File: config.mk
export PLATFORM = sky130hd
export DESIGN_NAME = fault_latch_health_monitor_flat
export DESIGN_NICKNAME = d
export VERILOG_FILES = /design/src/rtl/core/flhm_pkg.sv /design/src/rtl/core/flhm_if.sv /design/src/rtl/core/fault_latch_health_monitor.sv /design/src/flat_wrapper.sv
export SDC_FILE = /design/constraint.sdc
export NUM_CORES = 1
export LEC_CHECK = 0
export BUFFER_PORTS_ARGS = -buffer_cell sky130_fd_sc_hd__buf_4
export CORE_ASPECT_RATIO = 0.9
export CORE_UTILIZATION = 55
export CTS_CLUSTER_DIAMETER = 100
export CTS_CLUSTER_SIZE = 20
export DETAILED_ROUTE_END_ITERATION = 16
export PLACE_DENSITY_LB_ADDON = 0.12
export SKIP_CTS_REPAIR_TIMING = 1
export SYNTH_ARGS = -nofsm -noshare
export SYNTH_HDL_FRONTEND = slang
export SYNTH_SLANG_ARGS = --single-unit
File: constraint.sdc
create_clock -name clock -period 22 [get_ports clock]
set_input_delay 3.3 -clock clock [delete_from_list [all_inputs] [get_ports clock]]
set_output_delay 3.3 -clock clock [all_outputs]
set_load 0.01 [all_outputs]
File: src/rtl/core/flhm_pkg.sv
// Shared constants for the fault latch health monitor.
// Used by the channel interfaces, the top level and its checker.
package flhm_pkg;

   localparam int TIME_WIDTH_DEF = 32;
   localparam int RPM_WIDTH_DEF  = 16;

   // Configuration registers are all 16 bits wide.
   localparam int CFG_WIDTH       = 16;
   localparam int CSR_INDEX_WIDTH = 2;

   localparam logic [CSR_INDEX_WIDTH-1:0] CSR_HB_TIMEOUT = 2'd0;
   localparam logic [CSR_INDEX_WIDTH-1:0] CSR_MM_LIMIT   = 2'd1;
   localparam logic [CSR_INDEX_WIDTH-1:0] CSR_MM_HOLD    = 2'd2;

   localparam logic [CFG_WIDTH-1:0] HB_TIMEOUT_RESET = 16'd500;
   localparam logic [CFG_WIDTH-1:0] MM_LIMIT_RESET   = 16'd500;
   localparam logic [CFG_WIDTH-1:0] MM_HOLD_RESET    = 16'd1000;

   // Health levels reported on the result channel.
   localparam int HEALTH_WIDTH = 2;
   localparam logic [HEALTH_WIDTH-1:0] HEALTH_HEALTHY  = 2'd0;
   localparam logic [HEALTH_WIDTH-1:0] HEALTH_DEGRADED = 2'd1;
   localparam logic [HEALTH_WIDTH-1:0] HEALTH_SAFE     = 2'd2;

   // Fault flag positions.
   localparam int NUM_FAULTS   = 4;
   localparam int FAULT_COMM   = 0;
   localparam int FAULT_HB     = 1;
   localparam int FAULT_SENSOR = 2;
   localparam int FAULT_ACT    = 3;

endpackage

File: src/rtl/core/flhm_if.sv
// Valid/ready channel interfaces of the fault latch health monitor.
// Depends on flhm_pkg for the default widths, the health code width and the register index and data widths.
interface flhm_req_if #(
   parameter int TIME_WIDTH = flhm_pkg::TIME_WIDTH_DEF,
   parameter int RPM_WIDTH  = flhm_pkg::RPM_WIDTH_DEF
);
   logic                  valid;
   logic                  ready;
   logic [TIME_WIDTH-1:0] now_ms;
   logic                  link_up;
   logic                  heard_any;
   logic [TIME_WIDTH-1:0] last_heard_ms;
   logic                  sensor_ok;
   logic [RPM_WIDTH-1:0]  target_rpm;
   logic [RPM_WIDTH-1:0]  measured_rpm;

   modport source (output valid, now_ms, link_up, heard_any, last_heard_ms, sensor_ok,
                   target_rpm, measured_rpm, input ready);
   modport sink   (input valid, now_ms, link_up, heard_any, last_heard_ms, sensor_ok,
                   target_rpm, measured_rpm, output ready);
endinterface

interface flhm_rsp_if #(
   parameter int TIME_WIDTH = flhm_pkg::TIME_WIDTH_DEF
);
   logic                              valid;
   logic                              ready;
   logic [flhm_pkg::HEALTH_WIDTH-1:0] health_state;
   logic                              comm_fault;
   logic                              heartbeat_fault;
   logic                              sensor_fault;
   logic                              actuator_fault;
   logic [TIME_WIDTH-1:0]             comm_fault_time;
   logic [TIME_WIDTH-1:0]             heartbeat_fault_time;
   logic [TIME_WIDTH-1:0]             sensor_fault_time;
   logic [TIME_WIDTH-1:0]             actuator_fault_time;

   modport source (output valid, health_state, comm_fault, heartbeat_fault, sensor_fault,
                   actuator_fault, comm_fault_time, heartbeat_fault_time,
                   sensor_fault_time, actuator_fault_time, input ready);
   modport sink   (input valid, health_state, comm_fault, heartbeat_fault, sensor_fault,
                   actuator_fault, comm_fault_time, heartbeat_fault_time,
                   sensor_fault_time, actuator_fault_time, output ready);
endinterface

interface flhm_csr_if;
   logic                                 valid;
   logic                                 ready;
   logic [flhm_pkg::CSR_INDEX_WIDTH-1:0] index;
   logic [flhm_pkg::CFG_WIDTH-1:0]       data;

   modport source (output valid, index, data, input ready);
   modport sink   (input valid, index, data, output ready);
endinterface

File: src/rtl/core/fault_latch_health_monitor.sv
// Fault latch health monitor: fault flag tracking and health reporting.
// Depends on flhm_pkg and the channel interfaces in flhm_if.sv.
//
// Usage. Each item on req_ch is one evaluation tick: the time in ms, the
// link and heartbeat status, the sensor-valid bit and commanded and measured
// rpm. Every item produces exactly one item on rsp_ch holding the health
// level, the four fault flags and the time each flag was last newly raised.
// csr_ch writes the heartbeat timeout, the rpm mismatch limit and the
// mismatch hold time; it is always ready, and writes to an unused index are
// dropped. Registers should be written only while no item is in flight.
//
// Timing. An accepted item is registered in the input stage, evaluated against
// the fault state when the output stage can move, and its result is
// registered in the output stage, from which it shows on rsp_ch. One item
// is accepted every cycle while results are taken; the fault state loop
// needs one subtract and compare per check.
//
// Reset clears the fault flags, raise times and mismatch tracking, empties
// both stages and loads the register defaults. When the receiver stalls the
// result is held in the output register; an empty input stage can still take
// one more item, after which req_ch.ready stays low until the result is taken.
module fault_latch_health_monitor #(
   parameter int TIME_WIDTH = flhm_pkg::TIME_WIDTH_DEF,
   parameter int RPM_WIDTH  = flhm_pkg::RPM_WIDTH_DEF
) (
   input logic       clock,
   input logic       reset,
   flhm_req_if.sink  req_ch,
   flhm_rsp_if.source rsp_ch,
   flhm_csr_if.sink  csr_ch
);

   // The rpm difference is compared against a 16-bit limit; use whichever
   // is wider so no bits are lost.
   localparam int CMP_WIDTH = (RPM_WIDTH > flhm_pkg::CFG_WIDTH) ? RPM_WIDTH
                                                                 : flhm_pkg::CFG_WIDTH;

   // Configuration registers.
   logic [flhm_pkg::CFG_WIDTH-1:0] hb_timeout_ff;
   logic [flhm_pkg::CFG_WIDTH-1:0] mm_limit_ff;
   logic [flhm_pkg::CFG_WIDTH-1:0] mm_hold_ff;

   // Input stage.
   logic                  s1_valid_ff;
   logic [TIME_WIDTH-1:0] now_ff;
   logic                  link_ff;
   logic                  heard_ff;
   logic [TIME_WIDTH-1:0] last_ff;
   logic                  sens_ok_ff;
   logic [RPM_WIDTH-1:0]  cmd_ff;
   logic [RPM_WIDTH-1:0]  meas_ff;

   // Fault state.
   logic [flhm_pkg::NUM_FAULTS-1:0] flags_ff;
   logic [flhm_pkg::NUM_FAULTS-1:0] flags_in;
   logic [TIME_WIDTH-1:0]           ftime_ff [flhm_pkg::NUM_FAULTS];
   logic [TIME_WIDTH-1:0]           ftime_in [flhm_pkg::NUM_FAULTS];
   logic [TIME_WIDTH-1:0]           mm_start_ff;
   logic [TIME_WIDTH-1:0]           mm_start_in;
   logic                            mm_run_ff;
   logic                            mm_run_in;

   // Output stage.
   logic                              out_valid_ff;
   logic [flhm_pkg::HEALTH_WIDTH-1:0] health_ff;
   logic [flhm_pkg::HEALTH_WIDTH-1:0] health_in;

   // Evaluation signals.
   logic                            s2_adv;
   logic                            s1_adv;
   logic                            eval;
   logic [flhm_pkg::NUM_FAULTS-1:0] raise;
   logic [TIME_WIDTH-1:0]           hb_gap;
   logic [RPM_WIDTH-1:0]            rpm_diff;
   logic                            mismatching;
   logic [TIME_WIDTH-1:0]           start_eff;
   logic [TIME_WIDTH-1:0]           mm_gap;
   logic                            sustained;

   // The output register moves when it is empty or being taken; the input
   // stage moves when it is empty or its item is moving on.
   assign s2_adv       = !out_valid_ff || rsp_ch.ready;
   assign s1_adv       = !s1_valid_ff || s2_adv;
   assign eval         = s1_valid_ff && s2_adv;
   assign req_ch.ready = s1_adv;
   assign csr_ch.ready = 1'b1;

   always_ff @(posedge clock) begin
      if (reset) begin
         hb_timeout_ff <= flhm_pkg::HB_TIMEOUT_RESET;
         mm_limit_ff   <= flhm_pkg::MM_LIMIT_RESET;
         mm_hold_ff    <= flhm_pkg::MM_HOLD_RESET;
      end else if (csr_ch.valid) begin
         case (csr_ch.index)
            flhm_pkg::CSR_HB_TIMEOUT: hb_timeout_ff <= csr_ch.data;
            flhm_pkg::CSR_MM_LIMIT:   mm_limit_ff   <= csr_ch.data;
            flhm_pkg::CSR_MM_HOLD:    mm_hold_ff    <= csr_ch.data;
            default: ;
         endcase
      end
   end

   always_ff @(posedge clock) begin
      if (reset) begin
         s1_valid_ff <= 1'b0;
      end else if (s1_adv) begin
         s1_valid_ff <= req_ch.valid;
      end
   end

   always_ff @(posedge clock) begin
      if (s1_adv && req_ch.valid) begin
         now_ff     <= req_ch.now_ms;
         link_ff    <= req_ch.link_up;
         heard_ff   <= req_ch.heard_any;
         last_ff    <= req_ch.last_heard_ms;
         sens_ok_ff <= req_ch.sensor_ok;
         cmd_ff     <= req_ch.target_rpm;
         meas_ff    <= req_ch.measured_rpm;
      end
   end

   // Heartbeat check: skipped while the link is down or before any
   // heartbeat; a last-heard time later than now never counts as timed out.
   assign hb_gap = now_ff - last_ff;

   // Mismatch tracking. A mismatch that starts on this tick starts its timer
   // now, so a zero hold time raises the actuator fault at once.
   assign rpm_diff    = (cmd_ff >= meas_ff) ? (cmd_ff - meas_ff) : (meas_ff - cmd_ff);
   assign mismatching = (cmd_ff != '0) &&
                        (CMP_WIDTH'(rpm_diff) > CMP_WIDTH'(mm_limit_ff));
   assign start_eff   = (mismatching && !mm_run_ff) ? now_ff : mm_start_ff;
   assign mm_gap      = now_ff - start_eff;
   assign sustained   = mismatching && (now_ff >= start_eff) &&
                        (mm_gap >= TIME_WIDTH'(mm_hold_ff));
   assign mm_run_in   = mismatching;
   assign mm_start_in = mismatching ? start_eff : '0;

   always_comb begin
      raise = '0;
      raise[flhm_pkg::FAULT_COMM]   = !link_ff;
      raise[flhm_pkg::FAULT_HB]     = link_ff && heard_ff && (now_ff >= last_ff) &&
                                      (hb_gap > TIME_WIDTH'(hb_timeout_ff));
      raise[flhm_pkg::FAULT_SENSOR] = !sens_ok_ff;
      raise[flhm_pkg::FAULT_ACT]    = sustained;

      // Communication and heartbeat faults latch; the other two follow
      // their condition on every tick.
      flags_in = raise;
      flags_in[flhm_pkg::FAULT_COMM] = flags_ff[flhm_pkg::FAULT_COMM] ||
                                       raise[flhm_pkg::FAULT_COMM];
      flags_in[flhm_pkg::FAULT_HB]   = flags_ff[flhm_pkg::FAULT_HB] ||
                                       raise[flhm_pkg::FAULT_HB];

      // A raise time is recorded only when the flag goes from clear to set.
      for (int i = 0; i < flhm_pkg::NUM_FAULTS; i++) begin
         ftime_in[i] = (raise[i] && !flags_ff[i]) ? now_ff : ftime_ff[i];
      end

      if (flags_in[flhm_pkg::FAULT_COMM] || flags_in[flhm_pkg::FAULT_HB]) begin
         health_in = flhm_pkg::HEALTH_SAFE;
      end else if (flags_in[flhm_pkg::FAULT_SENSOR] || flags_in[flhm_pkg::FAULT_ACT]) begin
         health_in = flhm_pkg::HEALTH_DEGRADED;
      end else begin
         health_in = flhm_pkg::HEALTH_HEALTHY;
      end
   end

   // Fault state doubles as the result payload: the output stage shows the
   // state left by the item it holds.
   always_ff @(posedge clock) begin
      if (reset) begin
         flags_ff    <= '0;
         mm_start_ff <= '0;
         mm_run_ff   <= 1'b0;
         health_ff   <= flhm_pkg::HEALTH_HEALTHY;
         for (int i = 0; i < flhm_pkg::NUM_FAULTS; i++) begin
            ftime_ff[i] <= '0;
         end
      end else if (eval) begin
         flags_ff    <= flags_in;
         mm_start_ff <= mm_start_in;
         mm_run_ff   <= mm_run_in;
         health_ff   <= health_in;
         for (int i = 0; i < flhm_pkg::NUM_FAULTS; i++) begin
            ftime_ff[i] <= ftime_in[i];
         end
      end
   end

   always_ff @(posedge clock) begin
      if (reset) begin
         out_valid_ff <= 1'b0;
      end else if (s2_adv) begin
         out_valid_ff <= s1_valid_ff;
      end
   end

   assign rsp_ch.valid                = out_valid_ff;
   assign rsp_ch.health_state         = health_ff;
   assign rsp_ch.comm_fault           = flags_ff[flhm_pkg::FAULT_COMM];
   assign rsp_ch.heartbeat_fault      = flags_ff[flhm_pkg::FAULT_HB];
   assign rsp_ch.sensor_fault         = flags_ff[flhm_pkg::FAULT_SENSOR];
   assign rsp_ch.actuator_fault       = flags_ff[flhm_pkg::FAULT_ACT];
   assign rsp_ch.comm_fault_time      = ftime_ff[flhm_pkg::FAULT_COMM];
   assign rsp_ch.heartbeat_fault_time = ftime_ff[flhm_pkg::FAULT_HB];
   assign rsp_ch.sensor_fault_time    = ftime_ff[flhm_pkg::FAULT_SENSOR];
   assign rsp_ch.actuator_fault_time  = ftime_ff[flhm_pkg::FAULT_ACT];

endmodule

File: src/flat_wrapper.sv
// flat-port wrapper written by rule: the top's interface ports become plain ports
module fault_latch_health_monitor_flat 
#(
   parameter int TIME_WIDTH = flhm_pkg::TIME_WIDTH_DEF,
   parameter int RPM_WIDTH  = flhm_pkg::RPM_WIDTH_DEF
)
  (clock, reset, req_ch_valid, req_ch_now_ms, req_ch_link_up, req_ch_heard_any, req_ch_last_heard_ms, req_ch_sensor_ok, req_ch_target_rpm, req_ch_measured_rpm, req_ch_ready, rsp_ch_valid, rsp_ch_health_state, rsp_ch_comm_fault, rsp_ch_heartbeat_fault, rsp_ch_sensor_fault, rsp_ch_actuator_fault, rsp_ch_comm_fault_time, rsp_ch_heartbeat_fault_time, rsp_ch_sensor_fault_time, rsp_ch_actuator_fault_time, rsp_ch_ready, csr_ch_valid, csr_ch_index, csr_ch_data, csr_ch_ready);
  flhm_req_if #(.TIME_WIDTH(TIME_WIDTH), .RPM_WIDTH(RPM_WIDTH)) req_ch_i ();
  flhm_rsp_if #(.TIME_WIDTH(TIME_WIDTH)) rsp_ch_i ();
  flhm_csr_if csr_ch_i ();
  input logic clock;
  input logic reset;
  input wire logic [$bits(req_ch_i.valid)-1:0] req_ch_valid;
  input wire logic [$bits(req_ch_i.now_ms)-1:0] req_ch_now_ms;
  input wire logic [$bits(req_ch_i.link_up)-1:0] req_ch_link_up;
  input wire logic [$bits(req_ch_i.heard_any)-1:0] req_ch_heard_any;
  input wire logic [$bits(req_ch_i.last_heard_ms)-1:0] req_ch_last_heard_ms;
  input wire logic [$bits(req_ch_i.sensor_ok)-1:0] req_ch_sensor_ok;
  input wire logic [$bits(req_ch_i.target_rpm)-1:0] req_ch_target_rpm;
  input wire logic [$bits(req_ch_i.measured_rpm)-1:0] req_ch_measured_rpm;
  output wire logic [$bits(req_ch_i.ready)-1:0] req_ch_ready;
  output wire logic [$bits(rsp_ch_i.valid)-1:0] rsp_ch_valid;
  output wire logic [$bits(rsp_ch_i.health_state)-1:0] rsp_ch_health_state;
  output wire logic [$bits(rsp_ch_i.comm_fault)-1:0] rsp_ch_comm_fault;
  output wire logic [$bits(rsp_ch_i.heartbeat_fault)-1:0] rsp_ch_heartbeat_fault;
  output wire logic [$bits(rsp_ch_i.sensor_fault)-1:0] rsp_ch_sensor_fault;
  output wire logic [$bits(rsp_ch_i.actuator_fault)-1:0] rsp_ch_actuator_fault;
  output wire logic [$bits(rsp_ch_i.comm_fault_time)-1:0] rsp_ch_comm_fault_time;
  output wire logic [$bits(rsp_ch_i.heartbeat_fault_time)-1:0] rsp_ch_heartbeat_fault_time;
  output wire logic [$bits(rsp_ch_i.sensor_fault_time)-1:0] rsp_ch_sensor_fault_time;
  output wire logic [$bits(rsp_ch_i.actuator_fault_time)-1:0] rsp_ch_actuator_fault_time;
  input wire logic [$bits(rsp_ch_i.ready)-1:0] rsp_ch_ready;
  input wire logic [$bits(csr_ch_i.valid)-1:0] csr_ch_valid;
  input wire logic [$bits(csr_ch_i.index)-1:0] csr_ch_index;
  input wire logic [$bits(csr_ch_i.data)-1:0] csr_ch_data;
  output wire logic [$bits(csr_ch_i.ready)-1:0] csr_ch_ready;
  assign req_ch_i.valid = req_ch_valid;
  assign req_ch_i.now_ms = req_ch_now_ms;
  assign req_ch_i.link_up = req_ch_link_up;
  assign req_ch_i.heard_any = req_ch_heard_any;
  assign req_ch_i.last_heard_ms = req_ch_last_heard_ms;
  assign req_ch_i.sensor_ok = req_ch_sensor_ok;
  assign req_ch_i.target_rpm = req_ch_target_rpm;
  assign req_ch_i.measured_rpm = req_ch_measured_rpm;
  assign req_ch_ready = req_ch_i.ready;
  assign rsp_ch_valid = rsp_ch_i.valid;
  assign rsp_ch_health_state = rsp_ch_i.health_state;
  assign rsp_ch_comm_fault = rsp_ch_i.comm_fault;
  assign rsp_ch_heartbeat_fault = rsp_ch_i.heartbeat_fault;
  assign rsp_ch_sensor_fault = rsp_ch_i.sensor_fault;
  assign rsp_ch_actuator_fault = rsp_ch_i.actuator_fault;
  assign rsp_ch_comm_fault_time = rsp_ch_i.comm_fault_time;
  assign rsp_ch_heartbeat_fault_time = rsp_ch_i.heartbeat_fault_time;
  assign rsp_ch_sensor_fault_time = rsp_ch_i.sensor_fault_time;
  assign rsp_ch_actuator_fault_time = rsp_ch_i.actuator_fault_time;
  assign rsp_ch_i.ready = rsp_ch_ready;
  assign csr_ch_i.valid = csr_ch_valid;
  assign csr_ch_i.index = csr_ch_index;
  assign csr_ch_i.data = csr_ch_data;
  assign csr_ch_ready = csr_ch_i.ready;
  fault_latch_health_monitor #(.TIME_WIDTH(TIME_WIDTH), .RPM_WIDTH(RPM_WIDTH)) u_core (.clock(clock), .reset(reset), .req_ch(req_ch_i), .rsp_ch(rsp_ch_i), .csr_ch(csr_ch_i));
endmodule
After elaboration in Yosys (flattened, before gate mapping)
Memory sizes are Yosys's and may differ from the RTL's.
Index checks and enable logic that the tools add are counted.
{ "totals": {"register_bits": 188, "ram_bits": 128, "input_bits": 122, "out_inout_bits": 137, "memories": 1} }
{ "memory_table": {"columns": ["memory", "depth", "width", "rd", "rd_ports_with_merged_regs", "wr", "line_no", "source"], "rows": [
  ["u_core.ftime_ff", 4, 32, 4, 0, 4, "fault_latch_health_monitor.sv:56", "logic [TIME_WIDTH-1:0] ftime_ff [flhm_pkg::NUM_FAULTS];"]
]} }
{ "classes": {"add_sub_neg": 4, "n_lt_le_gt_ge": 6, "n_eq_ne": 2, "n_mux": 18, "bitwise": 4, "reduce_logical": 33} }
{ "ops": {"columns": ["operator", "n"], "rows": [
  ["32-bit 2-to-1 mux", 10],
  ["32-bit >= comparator", 2],
  ["32-bit subtractor", 2],
  ["32-bit by 16-bit >= comparator with 1-bit output", 1],
  ["32-bit by 16-bit greater-than comparator with 1-bit output", 1],
  ["16-bit subtractor", 2],
  ["16-bit >= comparator", 1],
  ["16-bit greater-than comparator", 1],
  ["16-bit 2-to-1 mux", 1],
  ["16-bit nonzero test", 1],
  ["1-bit logical AND", 13],
  ["1-bit logical NOT", 9],
  ["1-bit logical OR", 6],
  ["1-bit 2-to-1 mux", 6],
  ["2-bit AND reduction", 3],
  ["1-bit bitwise OR", 4],
  ["2-bit by 1-bit equality test with 1-bit output, second input constant", 1],
  ["2-bit equality test, second input constant", 1],
  ["2-bit logical NOT", 1],
  ["2-bit 2-to-1 mux", 1]
]} }

Depth between registers and ports, before layout
{ "logic_depth": {"depth_word": 12, "depth_mapped": 47, "depth_no_buf": 45} }

Worst setup path before layout
Ideal clock, no wire load.
{ "synth_timing": {"path_type": "register -> register", "start": "register, netlist name u_core.cmd_ff[0]", "end": "memory u_core.ftime_ff[3][0] (netlist bit), enable pin", "setup_ps": 425, "arrival_ps": 9688, "slack_ps": 11887, "stages_incl_launch_ff": 46, "n_path_buf": 4, "cell_sequence": "edfxtp_1 inv_1 ha_1 inv_1 fa_1 a21o_1 a21oi_1 nor2b_1 o21a_1 o41a_1 a31oi_1 o21ai_0 nand3_1 o2bb2ai_1 buf_2 mux2_2 ha_1 nor2b_1 [... 10 more ...] clkbuf_1 a21o_1 a31o_2 a41oi_1 a21bo_2 a21oi_1 xnor2_1 ha_1 nand4_1 a2111oi_0 o31a_1 a2111oi_0 nand4b_1 a2111oi_0 o2111a_1 a41oi_1 nand2_1 o21ai_1"} }
{ "synth_rtl": {"columns": ["item", "line_no"], "rows": [
  ["end, declared", "fault_latch_health_monitor.sv:56"]
]} }

==> results.yml <==
sta:
  maxClockFrequency_mhz: 94.5
  maxSlewViolCount: 0
  tightest_slew_ps: 1190
  skew_ps: 18.7
  min_period_over_period: 0.481
  rsz0062_at_grt: "no"
  hold_violations: 0
  report.final.setup_viol: 0
  layout_min_cycle_time_ps: 10580
  timing.setup.tns_ps: 0
  slew_headroom: 0.201
drt:
  route.detailed.drc: 0
  vias: 13441
  drtPass1Iterations: 6
  route.detailed.wl_per_inst_um: 18.8
  drt_wl_total_um: 44000
  route.antenna.remaining_nets: 0
  first_iter_violations: 1128
  post_drt_via_cell_ratio: 5.76
hold_path:
  hold_path.class: "reg -> reg"
  holdCritStartpoint: "u_core.hb_timeout_ff[11]$_SDFFE_PP0P_"
  hold_depth: 2
cells_and_area:
  most-common-layout-cells: "buf_4 (266), edfxtp_1 (227), a21oi_1 (174)"
  total_area_of_multi_input_combinational_cells_mm2: 0.00808
  fillerInstances: 2510
  sequential_cell_area_mm2: 0.00860
  mostFrequentLayoutCell: "buf_4"
  diodes: 0
  final_nets: 2182
  layoutNonFillerInstCount: 2334
  syn2layout_area_growth_pct: 16.4
  final_layout_size_suffix_gt1_frac: 0.166
placed_design:
  dp_cells: 2301
  hpwlAfterDp_um: 33800
  finalWeightedCongestion: 0.946
  portBuffers: 257
power_and_ir_drop:
  power.density_mw_per_mm2: 80.2
  power_leakage_nw: 8.68
  power.ir.vdd_worst_v: 0.0000687
logic_synthesis:
  synth_simple_gate_area_frac: 0.136
  synth_async_sr_flop_share: 0
  synth_ff_type: "edfxtp_1"
  synth_seq_cells: 316
  synthXorXnorAreaFrac: 0.0287
  number_of_distinct_standard_cells_referenced_by_the_synthesized_netlist: 82
  synth_top_family_by_area: "compound AO/OA/AOI/OAI gates"
  synth-seq-area-share: 0.495
  compound_gate_fraction_of_synth_area: 0.160
  yosys-mux-area-fraction: 0.0289
  synth_edf_count: 227
  synth.avg_cell_area_um2: 10.3
  syn-cell-area_mm2: 0.0174
  synth_warnings: 0
  synth-adder-area-share: 0.108
  mappedNetlistNets: 1964
  post_synthesis_cells: 1695
worst_setup_path:
  crit_start_category: "flip-flop"
  path_depth: 43
  ff_to_ff_path_depth: 43
  worstSetupPathType: "reg -> reg"
  cp_data_arrival_time_ps: 10710
  worstSetupStartpoint: "u_core.cmd_ff[0]$_DFFE_PP_"
  cp_max_fo: 33
  cpMostUsedCell: "ha_1"
  r2r-start: "u_core.cmd_ff[0]$_DFFE_PP_"
  cpPeakStageDelay_ps: 860
  timing.critical_path.max_delay_family: "compound AO/OA/AOI/OAI gates"
  worst_path_buf_inv: 5
  worst_path_max_delay_cell: "o21ai_4"
  required_ps: 22130
  end_kind: "flip-flop"
clocking:
  clock-root-buffer: "clkbuf_16"
  cts_num_sinks: 316
  clkTransAtPathRegs_ps: 80
  insertion_delay_ps: 520
  htree_num_levels: 1
  cts_buffers: 19
  cts_tree: "yes"
  ctsLongestPathBuffers: 3
floorplan:
  die_area_mm2: 0.0323
  chipWidth_um: 189
  io_pins: 259
  core.rowCount: 61
  start_util: 0.561
  vertical_extent_of_the_die_um: 171
  core_region_area_mm2: 0.0310
status:
  outcome: "completed"
grt:
  antenna_violations_before_repair: 1
  overflow: 0
  grt_max_degree: 74
  grt_usage: 0.268
  grt_pass1_vias: 12533
  grt_first_pass_wirelength_um: 67700
flow_run:
  maxCapViolations: 0
## worst min-delay path, cell delays in order (launching register included)
cell     delay, ps
dfxtp_1        310
nand2_1         50
a21oi_1         50
## Yosys cell counts, types with 9 or more instances
cell / n / area, um2
xnor2_1: 32 / 280
mux2i_1: 49 / 490
and2_1: 67 / 419
edfxtp_1: 227 / 6820
a21o_1: 47 / 353
a31oi_1: 13 / 81.3
nand3_1: 26 / 130
ha_1: 143 / 1790
inv_1: 131 / 492
dfxtp_1: 89 / 1780
nor3_1: 23 / 115
nor2_1: 152 / 571
xor2_1: 23 / 201
nand2b_1: 14 / 87.6
nand2_1: 134 / 503
nand4_1: 20 / 125
nor2b_1: 13 / 81.3
a21oi_1: 174 / 871
o21ai_0: 69 / 345
o21bai_1: 9 / 67.6
o211ai_1: 15 / 113
a211oi_1: 13 / 97.6
o21a_1: 11 / 82.6
clkbuf_1: 60 / 225
## power breakdown
group / total [mW] / internal (mW) / switching, mW
registers: 0.700 / 0.677 / 0.0230
clock network: 0.358 / 0.171 / 0.187
logic: 0.565 / 0.232 / 0.333
total: 1.62 / 1.08 / 0.543
## logic make-up after synthesis
family | after synthesis
AOI/OAI and AO/OA | 432
and+or+nand+nor | 493
muxes | 50
buffers and inverters | 200
adders and majority gates | 147
other | 1
xor gates and xnor gates | 56
DFF | 316
## sequential cells by signal, summed over array words and instances, names as in the netlist
| signal | count |
|---|---|
| u_core.ftime_ff | 128 |
| u_core.last_ff | 32 |
| u_core.mm_start_ff | 32 |
| u_core.now_ff | 32 |
| u_core.cmd_ff | 16 |
| u_core.hb_timeout_ff | 16 |
| u_core.meas_ff | 16 |
| u_core.mm_hold_ff | 16 |
| u_core.mm_limit_ff | 16 |
| u_core.flags_ff | 4 |
| u_core.rsp_ch.health_state | 2 |
| u_core.heard_ff | 1 |
| u_core.link_ff | 1 |
| u_core.mm_run_ff | 1 |
| u_core.rsp_ch.valid | 1 |
| u_core.s1_valid_ff | 1 |
| u_core.sens_ok_ff | 1 |
## area by class of cell
class	count	area share
multi-input cells	1179	0.400
repair buffers	266	0.0987
clock buffers	33	0.0271
inverters	131	0.0243
flip-flops and latches	316	0.425
well taps	409	0.0253
## through the flow
stage                     area, um2  utilization  power [mW]  setup WS (ps)  hold WS [ps]
after global routing          20200        0.653        1.71          10540           478
after global placement        19700        0.635        1.26          11910           442
final                         20200        0.653        1.62          11420           458
after floorplan               17400            -        1.11          11890           432
after CTS                     20200        0.653        1.63          11410           457
after detailed placement      19700        0.635        1.27          11480           446
## final timing paths
check | slack (ps) | to
setup reg to reg | 11420 | u_core.ftime_ff[3][3]$_SDFFCE_PN0P_
hold reg to reg | 460 | u_core.hb_timeout_ff[11]$_SDFFE_PP0P_
setup / recovery | 11420 | u_core.ftime_ff[3][3]$_SDFFCE_PN0P_
hold / removal | 460 | u_core.hb_timeout_ff[11]$_SDFFE_PP0P_
## per-layer routing
| layer | track usage | wire length [um] |
|---|---|---|
| met4 | 0.0635 | 995 |
| met5 | 0 | 0 |
| met2 | 0.426 | 19700 |
| met1 | 0.386 | 20300 |
| met3 | 0.0390 | 3020 |
(Power assumes the default switching activity.)
